## config.mk

```make
export PLATFORM = sky130hd
export DESIGN_NAME = m3i_queue
export DESIGN_NICKNAME = d
export VERILOG_FILES = /design/src/hdl/m3i_pkg.sv /design/src/hdl/m3i_queue.sv
export SDC_FILE = /design/constraint.sdc
export NUM_CORES = 1
export LEC_CHECK = 0
export BUFFER_PORTS_ARGS = -buffer_cell sky130_fd_sc_hd__buf_2
export CORE_MARGIN = 1.5
export CORE_UTILIZATION = 40
export CTS_BUF_LIST = sky130_fd_sc_hd__clkbuf_2 sky130_fd_sc_hd__clkbuf_4 sky130_fd_sc_hd__clkbuf_8
export CTS_CLUSTER_DIAMETER = 80
export DETAILED_ROUTE_END_ITERATION = 10
export PLACE_DENSITY = 0.62
export SLEW_MARGIN = 0
export SYNTH_ARGS = -nofsm -noshare
export SYNTH_HDL_FRONTEND = slang
export SYNTH_SLANG_ARGS = --single-unit
export TNS_END_PERCENT = 10
```

## constraint.sdc

```tcl
create_clock -name i_clk -period 1.9 [get_ports i_clk]
set_input_delay 0.19 -clock i_clk [delete_from_list [all_inputs] [get_ports i_clk]]
set_output_delay 0.19 -clock i_clk [all_outputs]
set_load 0.02 [all_outputs]
```

## src/hdl/m3i_pkg.sv

```systemverilog
`default_nettype none
package m3i_pkg;

    localparam int QUEUE_DEPTH = 2;
    localparam int QUEUE_AW    = $clog2(QUEUE_DEPTH);
    localparam int QUEUE_CW    = $clog2(QUEUE_DEPTH + 1);

    typedef struct packed {
        logic full;
        logic empty;
    } t_q_status;

endpackage
`default_nettype wire

```

## src/hdl/m3i_queue.sv

```systemverilog
`default_nettype none
module m3i_queue
    import m3i_pkg::*;
#(
    parameter int WIDTH = 8
) (
    input  wire logic             i_clk,
    input  wire logic             i_rst_n,
    input  wire logic             i_push,
    input  wire logic [WIDTH-1:0] i_data,
    input  wire logic             i_pop,
    output logic [WIDTH-1:0]      o_data,
    output t_q_status             o_status
);

    logic [WIDTH-1:0]    r_mem [0:QUEUE_DEPTH-1];
    logic [QUEUE_AW-1:0] r_wp;
    logic [QUEUE_AW-1:0] r_rp;
    logic [QUEUE_CW-1:0] r_cnt;
    logic                w_push;
    logic                w_pop;

    assign o_status.full  = r_cnt == QUEUE_CW'(QUEUE_DEPTH);
    assign o_status.empty = r_cnt == '0;
    assign w_push = i_push && !o_status.full;
    assign w_pop  = i_pop && !o_status.empty;

    always_ff @(posedge i_clk) begin
        if (!i_rst_n) begin
            r_wp  <= '0;
            r_rp  <= '0;
            r_cnt <= '0;
        end else begin
            if (w_push) begin
                r_wp <= r_wp + 1'b1;
            end
            if (w_pop) begin
                r_rp <= r_rp + 1'b1;
            end
            r_cnt <= r_cnt + QUEUE_CW'(w_push) - QUEUE_CW'(w_pop);
        end
    end

    always_ff @(posedge i_clk) begin
        if (w_push) begin
            r_mem[r_wp] <= i_data;
        end
    end

    assign o_data = r_mem[r_rp];

endmodule
`default_nettype wire

```

---- Word level (Yosys, flattened, before mapping) ----
Memories as Yosys holds them, arrays and structs flattened. A register that Yosys moved wholly into a read port is not among the register bits.
Cells that the tools add are included.
W data, S select, Z words.
storage, ports and cells
  memories ................................ 1
  register bits ........................... 4
  memory bits (writable) .................. 16
  output and inout bits ................... 10
  word-level logic and storage cells ...... 18
  input port bits ......................... 12
operators by class
  mux-type cells .......................... 4
  eq/ne operators ......................... 1
  $add $sub $neg .......................... 4
  reduce and logical (&&, ||, !) cells .... 5
memories
  name   depth  width  rd ports  clocked after Yosys merged registers in  write ports  line             RTL
  r_mem  2      8      1         1                                        1            m3i_queue.sv:16  logic [WIDTH-1:0] r_mem [0:QUEUE_DEPTH-1];
operators with widths
  operator               number
  $mux W1                4
  $add A1 B1 Y1 const B  2
  $add A2 B1 Y2          1
  $eq A2 B2 Y1 const B   1
  $logic_and A1 B1 Y1    2
  $logic_not A1 Y1       2
  $logic_not A2 Y1       1
  $sub A2 B1 Y2          1

---- Longest topological paths before layout ----
Gate-level depths: netlist (run 1).
  depth in word-level cells ............... 5
  gate-level depth with buffers ........... 8

---- Worst setup path before layout (run 1) ----
Ideal clock, no wire load.
  kind .................................... flip-flop to flip-flop
  from .................................... reg r_cnt[0]
  to ...................................... reg r_cnt[1]
  cell stages (with the launch flop) ...... 9
  required time ........................... 1,822 ps
  clock period less this slack ............ 1,540 ps
  arrival time ............................ 1,462 ps
  buffers on the path ..................... 0
  setup slack ............................. 360 ps
  library setup time ...................... 78 ps
  cell sequence ........................... dfxtp_1 nand2b_1 nand2_1 ha_1 inv_1 ha_1 xor2_1 and2_2 nor3_1
between the ends
  longest elaborated chain between the ends .. 5
  elaborated cells between the ends (all ways) .. 8
  classes of those cells .................. add/sub (2); eq/ne (1); reduce/logical (5)
RTL lines
  what                    line             RTL
  from (decl)             m3i_queue.sv:19  logic [QUEUE_CW-1:0] r_cnt;
  from (signal assigned)  m3i_queue.sv:40  r_cnt <= r_cnt + QUEUE_CW'(w_push) - QUEUE_CW'(w_pop);
  $eq A2 B2 Y1            m3i_queue.sv:23  assign o_status.full = r_cnt == QUEUE_CW'(QUEUE_DEPTH);
  $logic_not A1 Y1        m3i_queue.sv:25  assign w_push = i_push && !o_status.full;
  $logic_and A1 B1 Y1     m3i_queue.sv:25
  $add A2 B1 Y2           m3i_queue.sv:40
  $sub A2 B1 Y2 *         m3i_queue.sv:40
Mark *: on every way between the ends. The rest lies on a longest branch, timed or not.
A chain may end at the register's enable or synchronous reset.

---- Final worst setup path (run 1) ----
Ends and elaborated chain as after synthesis.

==> qor.txt, run 1 <==
Leakage Power: 0.4145 nW
most used cell, CP: ha_1
YS warnings: 0
GRT overflow: 0
Area after DPL: 953.4 sq um
Design Power: 0.001327 W
hold path depth: 1
initial DRC count: 1
root buffer cell: clkbuf_4
CTS resizes: 0
P_int: 0.0008979 W
mux cell area share after synthesis: 0.1233
Post-DRT Antenna Nets: 0
DIE AREA: 2309 sq um
worst r2r src: r_cnt[0]
Power Density: 1349 nW/um^2
clock skew: 0.005974 ns
cell-by-cell trace of the critical path: nand2b_1 > nand2_1 > ha_1 > inv_1 > ha_1 > xor2_1 > and2_2 > nor3_1
most frequent cells in the layout: buf_2, edfxtp_1, mux2_2, nor2_1, dfxtp_1
Final Cycle Share: 0.8801
FF+latch count, synth: 21
htree depth: 1
post-route minimum period: 1.672 ns
max cap viols: 0
CTS Buf Count: 3
Die Wd: 48.06 um
Seq/Total Area, Yosys: 0.7149
sw frac: 0.3232
later-pin clock latency in the skew report: 0.29 ns
Util after Layout: 0.5064
Fmax: 598.0 MHz
RSZ-0062 raised after global routing: false
Reg2Reg Setup Slack: 0.23 ns
Post-Synth XOR/XNOR Area: 0.02157
Longest Clk Path Bufs: 2
via count: 465
ant diodes: 0
pin count of the biggest net entering global routing: 12
Largest stage delay, worst path: 0.39 ns
first-pass GRT wire length: 1566 um
setup bufs post-CTS: 0
IO buf count: 21
Net Count, Synth: 66
cts hold-fix bufs: 0
Post-Syn Instances: 52
Switch Pwr: 0.0004289 W
Slew HR: 0.7455
iteration count of the initial detailed-routing pass: 4
Hold Path Origin: i_data[2]
hold endpoint: r_mem[1][2]
synthesized area per cell: 15.62 sq um
Critical Path Source Type: flip-flop
largest family of logic cells by synthesized area: multiplexers
clock sink total: 21
r2r worst-path depth: 8
mean routed wirelength per cell: 10.66 um
RD Place Congestion: 0.6450
clock share of power: 0.161
initial antenna violation count: 0
Ports: 22
Cell Area, Synth: 812.0 sq um
CP endpoint kind: flip-flop
Slew @ Worst Pin: 0.3818 ns
Unique masters post-synth: 17
post-route cell area: 983.4 sq um
GRT Util Overall: 0.1078
CP Data Arrival Time: 1.90 ns
compound-gate portion of the synthesized area: 0.01079
Residual DRC: 0
Post-DP HPWL: 815.8 um
clk slew on worst S/H paths: 0.11 ns
Peak VDD IR: 606.8 uV
setup TNS: 0 ns
Vias/cell: 4.471
CTS tree: done
combinational share of power: 0.339
worst setup path class: flip-flop to flip-flop
core footprint: 1942 sq um
status: finished, final reports clean
# setup viols final: 0
adder-cell area share of the yosys netlist: 0.03082
Initial Util: 0.4182
Hold Vio Cnt, Final: 0
reg2reg end: r_cnt[1]
drt total wl: 1109 um
Critical Path RT: 2.12 ns
fraction of layout instances using a drive strength above 1: 0.4675
Hold Slack: 0.08072 ns
P&R area growth vs syn: 21.11%
WP buf/inv: 1
peak fanout along the critical path: 4
Post-Synth Simple-Gate Area: 0.07858
most common cell after layout, fill and taps aside: buf_2
sequential power share: 0.500
Layout Nets: 92
vias in the first global route: 380
crit path max-delay cell type: dfxtp_1
max-slew violations: 0
Min-Delay Path Class: input pin to flip-flop
Top Family by Delay on Critical Path: simple AND/OR/NAND/NOR gates
die height: 48.06 um
# rows: 16
[stage by stage]
stage	cells	setup WS (ns)
floorplan	52	0.3601
global placement	100	0.2961
global route	104	0.08347
detailed placement	100	0.2247
CTS	104	0.2200
finish	104	0.2278
[registers in the layout (all words and copies together) (netlist names), named ones only]
register	flops
r_mem	16
r_cnt	2
r_rp	1
r_wp	1
[per-layer routing]
layer  up-vias  GRT usage  part of all wire
met5         -          0                 0
met3         2    0.03774             0.057
met4         0    0.08108             0.013
met2        14     0.1520              0.43
met1       214     0.1349              0.49
li1        235          -                 -
[synthesized netlist by cell type]
library cell | count | area (sq um)
o21a_2 | 1 | 8.760
nor2_1 | 5 | 18.77
nor3_1 | 1 | 5.000
edfxtp_1 | 16 | 480.5
xnor2_1 | 1 | 8.760
mux2_2 | 8 | 90.09
nand2_1 | 2 | 7.510
xor2_1 | 1 | 8.760
and3_1 | 1 | 6.260
mux2i_1 | 1 | 10.01
nand2b_1 | 2 | 12.51
buf_2 | 1 | 5.000
inv_1 | 3 | 11.26
and2_2 | 1 | 7.510
and2_1 | 1 | 6.260
dfxtp_1 | 5 | 100.1
ha_1 | 2 | 25.02
[kinds of logic after synthesis]
logic type               after synthesis
XOR/XNOR                               2
AND/OR/NAND/NOR                       13
buffers and inverters                  4
AO/OA/AOI/OAI                          1
flip-flops                            21
adder cells (fa/ha/maj)                2
multiplexers                           9
[power groups by stage]
stage	logic [W]	clock network [W]	registers [W]
floorplan	0.000355	0	0.000639
global placement	0.000451	0	0.000671
detailed placement	0.000457	0	0.000675
CTS	0.000458	0.000227	0.000666
global route	0.000502	0.000240	0.000678
finish	0.000450	0.000213	0.000664
[cell type report]
type / count / area, sq um
Fill cell: 179 / 958.4
Sequential cell: 21 / 580.6
Multi-Input combinational cell: 27 / 215.2
Timing Repair Buffer: 22 / 112.6
Tap cell: 27 / 33.78
Clock buffer: 4 / 30.03
Inverter: 3 / 11.26
[how the worst max path moves through the flow]
stage | start | end | slack [ns] | depth (start not counted)
floorplan | r_cnt[0] | r_cnt[1] | 0.36 | 8
global placement | r_cnt[0] | r_cnt[1] | 0.30 | 8
detailed placement | r_cnt[0] | r_cnt[1] | 0.22 | 8
CTS | r_cnt[0] | r_cnt[1] | 0.22 | 8
global route | r_cnt[0] | r_cnt[1] | 0.08 | 8
finish | r_cnt[0] | r_cnt[1] | 0.23 | 8
(Power assumes the default switching activity.)
==> run 2, diff against run 1 <==
--- a/config.mk
+++ b/config.mk
@@ -7,11 +7,12 @@
 export LEC_CHECK = 0
 export BUFFER_PORTS_ARGS = -buffer_cell sky130_fd_sc_hd__buf_2
 export CORE_MARGIN = 1.5
-export CORE_UTILIZATION = 40
+export CORE_UTILIZATION = 50
 export CTS_BUF_LIST = sky130_fd_sc_hd__clkbuf_2 sky130_fd_sc_hd__clkbuf_4 sky130_fd_sc_hd__clkbuf_8
 export CTS_CLUSTER_DIAMETER = 80
 export DETAILED_ROUTE_END_ITERATION = 10
-export PLACE_DENSITY = 0.62
+export GPL_TIMING_DRIVEN = 0
+export PLACE_DENSITY = 0.75
 export SLEW_MARGIN = 0
 export SYNTH_ARGS = -nofsm -noshare
 export SYNTH_HDL_FRONTEND = slang
==> run 2 against run 1 <==
Compared with the run above:
- global-route usage up 3.0 points
- core utilization increased by 14 points
- non-clock buffer count unchanged
- die area is 19% lower
- setup slack better by 0.0069 ns
- clock power up 4%
- critical path depth unchanged
- final cell count is 11% lower
- clock-buffer cell count unchanged
- maximum frequency up 0.42%
- power rose by 0.36%
- sequential power decreased by 3.8%
==> qor.txt, run 2 (synthesis results as in run 1) <==
fraction of layout instances using a drive strength above 1: 0.4675
cell-by-cell trace of the critical path: nand2b_1 > nand2_1 > ha_1 > inv_1 > ha_1 > xor2_1 > and2_2 > nor3_1
IO buf count: 21
Longest Clk Path Bufs: 2
clock sink total: 21
CTS tree: done
most common cell after layout, fill and taps aside: buf_2
GRT overflow: 0
max-slew violations: 0
setup bufs post-CTS: 0
Area after DPL: 937.1 sq um
Post-DRT Antenna Nets: 0
Hold Slack: 0.07259 ns
Residual DRC: 0
Top Family by Delay on Critical Path: simple AND/OR/NAND/NOR gates
initial antenna violation count: 0
max reg flops: 16
vias in the first global route: 470
Hold Vio Cnt, Final: 0
Layout Nets: 92
clk slew on worst S/H paths: 0.11 ns
Initial Util: 0.5390
Slew HR: 0.5442
# rows: 14
Slew @ Worst Pin: 0.6811 ns
Leakage Power: 0.4146 nW
CTS Buf Count: 3
worst setup path class: flip-flop to flip-flop
status: finished, final reports clean
CTS resizes: 0
setup TNS: 0 ns
die height: 43.30 um
htree depth: 1
Die Wd: 43.30 um
Filler cells: 120
Fmax: 600.5 MHz
# setup viols final: 0
DIE AREA: 1875 sq um
mean routed wirelength per cell: 12.63 um
placed insts: 89
crit path max-delay cell type: dfxtp_1
ant diodes: 0
Largest stage delay, worst path: 0.38 ns
GRT Util Overall: 0.1383
post-route minimum period: 1.665 ns
Final Non-Filler Cells: 93
pin count of the biggest net entering global routing: 12
first-pass GRT wire length: 1780 um
biggest regs: r_mem: 16 flops, r_cnt: 2 flops
Final Cycle Share: 0.8765
Most flops, register: r_mem
most used cell, CP: ha_1
Min-Delay Path Class: input pin to flip-flop
WP buf/inv: 1
Ports: 22
root buffer cell: clkbuf_4
via count: 475
cts hold-fix bufs: 0
peak fanout along the critical path: 4
initial DRC count: 5
CP endpoint kind: flip-flop
Vias/cell: 5.108
iteration count of the initial detailed-routing pass: 4
post-route cell area: 967.2 sq um
max cap viols: 0
RSZ-0062 raised after global routing: false
Post-DP HPWL: 880.3 um
Critical Path Source Type: flip-flop
core footprint: 1506 sq um
RD Place Congestion: 0.7372
Power Density: 1377 nW/um^2
most frequent cells in the layout: buf_2, edfxtp_1, mux2_2, nor2_1, dfxtp_1
drt total wl: 1175 um
Peak VDD IR: 769.7 uV
CP Data Arrival Time: 1.89 ns
P&R area growth vs syn: 19.11%
later-pin clock latency in the skew report: 0.30 ns
clock skew: 0.004486 ns
Critical Path RT: 2.13 ns
==> run 2: cell types whose count changed in the layout (fill, tap and decap cells not counted) <==
| cell | before | now |
|---|---|---|
| buf_4 | 1 | 0 |
| buf_2 | 21 | 22 |
==> run 2: per-stage QoR <==
step | setup WS (ns) | total power [W] | utilization
finish | 0.2347 | 0.001332 | 0.6420
detailed placement | 0.2270 | 0.001131 | 0.6221
global placement | 0.2909 | 0.001117 | 0.6221
CTS | 0.2198 | 0.001350 | 0.6420
floorplan | 0.3601 | 0.0009937 | -
global route | 0.09765 | 0.001407 | 0.6420
==> run 2: power breakdown <==
group / internal [W] / leakage [nW] / switching [W] / total [W]
Clock: 0.0000960 / 0.0184 / 0.000125 / 0.000221
Combinational: 0.000200 / 0.205 / 0.000271 / 0.000472
Sequential: 0.000600 / 0.191 / 0.0000391 / 0.000639
Total: 0.000896 / 0.415 / 0.000435 / 0.00133
==> run 2: path summary, 6_finish.rpt <==
path / from / end / slack [ns] / cells after the start
max: r_cnt[0] / r_cnt[1] / 0.23 / 8
min: i_data[3] / r_mem[1][3] / 0.07 / 1
max reg2reg: r_cnt[0] / r_cnt[1] / 0.23 / 8
min reg2reg: r_wp / r_wp / 0.53 / 2
==> run 2: metal layers <==
layer	track usage	wire length, um
met1	0.1368	481
met2	0.2448	617
met3	0.02979	60
met4	0.1091	15
met5	0	0
==> run 2: layout make-up <==
type,instances,area (sq um),share of cell area
Sequential cell,21,580.6,0.6003
Multi-Input combinational cell,27,215.2,0.2225
Timing Repair Buffer,21,105.1,0.1087
Clock buffer,4,30.03,0.03105
Tap cell,16,20.02,0.02070
Inverter,3,11.26,0.01164
Buffer,1,5.005,0.005175
==> run 3, diff against run 2 <==
--- a/config.mk
+++ b/config.mk
@@ -5,13 +5,14 @@
 export SDC_FILE = /design/constraint.sdc
 export NUM_CORES = 1
 export LEC_CHECK = 0
-export BUFFER_PORTS_ARGS = -buffer_cell sky130_fd_sc_hd__buf_2
+export BUFFER_PORTS_ARGS = -buffer_cell sky130_fd_sc_hd__buf_4
 export CORE_MARGIN = 1.5
 export CORE_UTILIZATION = 50
 export CTS_BUF_LIST = sky130_fd_sc_hd__clkbuf_2 sky130_fd_sc_hd__clkbuf_4 sky130_fd_sc_hd__clkbuf_8
 export CTS_CLUSTER_DIAMETER = 80
 export DETAILED_ROUTE_END_ITERATION = 10
 export GPL_TIMING_DRIVEN = 0
+export MAX_ROUTING_LAYER = met4
 export PLACE_DENSITY = 0.75
 export SLEW_MARGIN = 0
 export SYNTH_ARGS = -nofsm -noshare
==> run 3 against run 2 <==
Compared with the run above:
- maximum frequency down 0.98%
- sequential cell count is the same
- first-iteration DRC count decreased by 40%
- global-route usage is 0.96 points higher
- clock power is essentially flat
- critical path type unchanged
- largest cell class unchanged
==> qor.txt, run 3 (synthesis results as in run 1) <==
Vias/cell: 5.065
P&R area growth vs syn: 25.58%
initial DRC count: 3
Slew HR: 0.5226
Slew @ Worst Pin: 0.7135 ns
pin count of the biggest net entering global routing: 12
Power Density: 1368 nW/um^2
Min-Delay Path Class: input pin to flip-flop
Critical Path Source Type: flip-flop
r2r worst-path depth: 8
worst setup path class: flip-flop to flip-flop
via count: 471
Filler cells: 121
Die Wd: 43.30 um
clock sink total: 21
clk slew on worst S/H paths: 0.11 ns
most used cell, CP: ha_1
RD Place Congestion: 0.7189
CP Data Arrival Time: 1.91 ns
later-pin clock latency in the skew report: 0.30 ns
Final Cycle Share: 0.8851
Design Power: 0.001395 W
CTS tree: done
Ports: 22
cell-by-cell trace of the critical path: nand2b_1 > nand2_1 > ha_1 > inv_1 > ha_1 > xor2_1 > and2_2 > nor3_1
GRT Util Overall: 0.1478
Post-DRT Antenna Nets: 0
clock skew: 0.001004 ns
Hold Path Origin: i_data[6]
Post-DP HPWL: 865.2 um
crit path max-delay cell type: dfxtp_1
max cap viols: 0
worst r2r src: r_cnt[0]
Most flops, register: r_mem
core footprint: 1506 sq um
biggest regs: r_mem: 16 flops, r_cnt: 2 flops
reg2reg end: r_cnt[1]
CTS resizes: 0
Reg2Reg Setup Slack: 0.22 ns
setup bufs post-CTS: 0
most frequent cells in the layout: buf_4, edfxtp_1, mux2_2, nor2_1, dfxtp_1
max-slew violations: 0
cts hold-fix bufs: 0
drt total wl: 1184 um
status: finished, final reports clean
CP endpoint kind: flip-flop
root buffer cell: clkbuf_4
peak fanout along the critical path: 4
htree depth: 1
GRT overflow: 0
Leakage Power: 0.4324 nW
DIE AREA: 1875 sq um
initial antenna violation count: 0
Layout Nets: 92
first-pass GRT wire length: 1904 um
hold path depth: 1
max reg flops: 16
Largest stage delay, worst path: 0.38 ns
iteration count of the initial detailed-routing pass: 3
# rows: 14
most common cell after layout, fill and taps aside: buf_4
Fmax: 594.6 MHz
Hold Vio Cnt, Final: 0
ant diodes: 0
Initial Util: 0.5390
mean routed wirelength per cell: 12.73 um
RSZ-0062 raised after global routing: false
Longest Clk Path Bufs: 2
Critical Path RT: 2.13 ns
Residual DRC: 0
vias in the first global route: 479
fraction of layout instances using a drive strength above 1: 0.4675
hold endpoint: r_mem[1][6]
CTS Buf Count: 3
die height: 43.30 um
Peak VDD IR: 832.8 uV
# setup viols final: 0
post-route minimum period: 1.682 ns
setup TNS: 0 ns
IO buf count: 21
==> run 3: cell counts in the layout (fill, tap and decap cells not counted) <==
No cell type changed its count.
==> run 3: worst max path at each step <==
stage	slack, ns	startpoint	cells after the start	to
4_1_cts	0.19	r_cnt[0]	8	r_cnt[1]
6_report	0.22	r_cnt[0]	8	r_cnt[1]
2_1_floorplan	0.36	r_cnt[0]	8	r_cnt[1]
3_5_place_dp	0.20	r_cnt[0]	8	r_cnt[1]
3_3_place_gp	0.28	r_cnt[0]	8	r_cnt[1]
5_1_grt	0.09	r_cnt[0]	8	r_cnt[1]
==> run 3: stage by stage <==
stage	instances	setup WS, ns	area [sq um]	hold WS [ns]	util
after floorplan	52	0.3601	812.0	0.2889	-
after global placement	89	0.2820	989.7	0.3754	0.6570
after detailed placement	89	0.1993	989.7	0.3780	0.6570
after CTS	93	0.1907	1020	0.06203	0.6769
after global routing	93	0.09081	1020	0.04511	0.6769
final	93	0.2182	1020	0.06763	0.6769
==> run 3: worst max-delay path: cells and delay by family (launching register included) <==
family	cells	cell delay (ns)
AND/OR/NAND/NOR	4	0.59
adder cells (fa/ha/maj)	2	0.47
flip-flops	1	0.38
XOR/XNOR	1	0.15
buffers and inverters	1	0.04
==> run 3: final cells by class <==
class                           instances  area, sq um  share of cell area
Sequential cell                        21        580.6              0.5693
Inverter                                3        11.26             0.01104
Tap cell                               16        20.02             0.01963
Multi-Input combinational cell         27        215.2              0.2110
Timing Repair Buffer                   21        157.7              0.1546
Buffer                                  1        5.005            0.004908
Clock buffer                            4        30.03             0.02945
==> run 3: report_power, final <==
| part | internal (W) | leakage, nW | switching [W] | total, W |
|---|---|---|---|---|
| sequential | 0.000600 | 0.191 | 0.0000378 | 0.000638 |
| combinational | 0.000253 | 0.223 | 0.000281 | 0.000534 |
| clock | 0.0000961 | 0.0184 | 0.000127 | 0.000223 |
==> run 3: routing by layer <==
layer  vias to the layer above  track usage  part of all wire
met2                        13       0.2537              0.51
li1                        235            -                 -
met4                         0      0.05455             0.011
met1                       221       0.1525              0.42
met3                         2      0.05532             0.057
met5                         -            -                 0
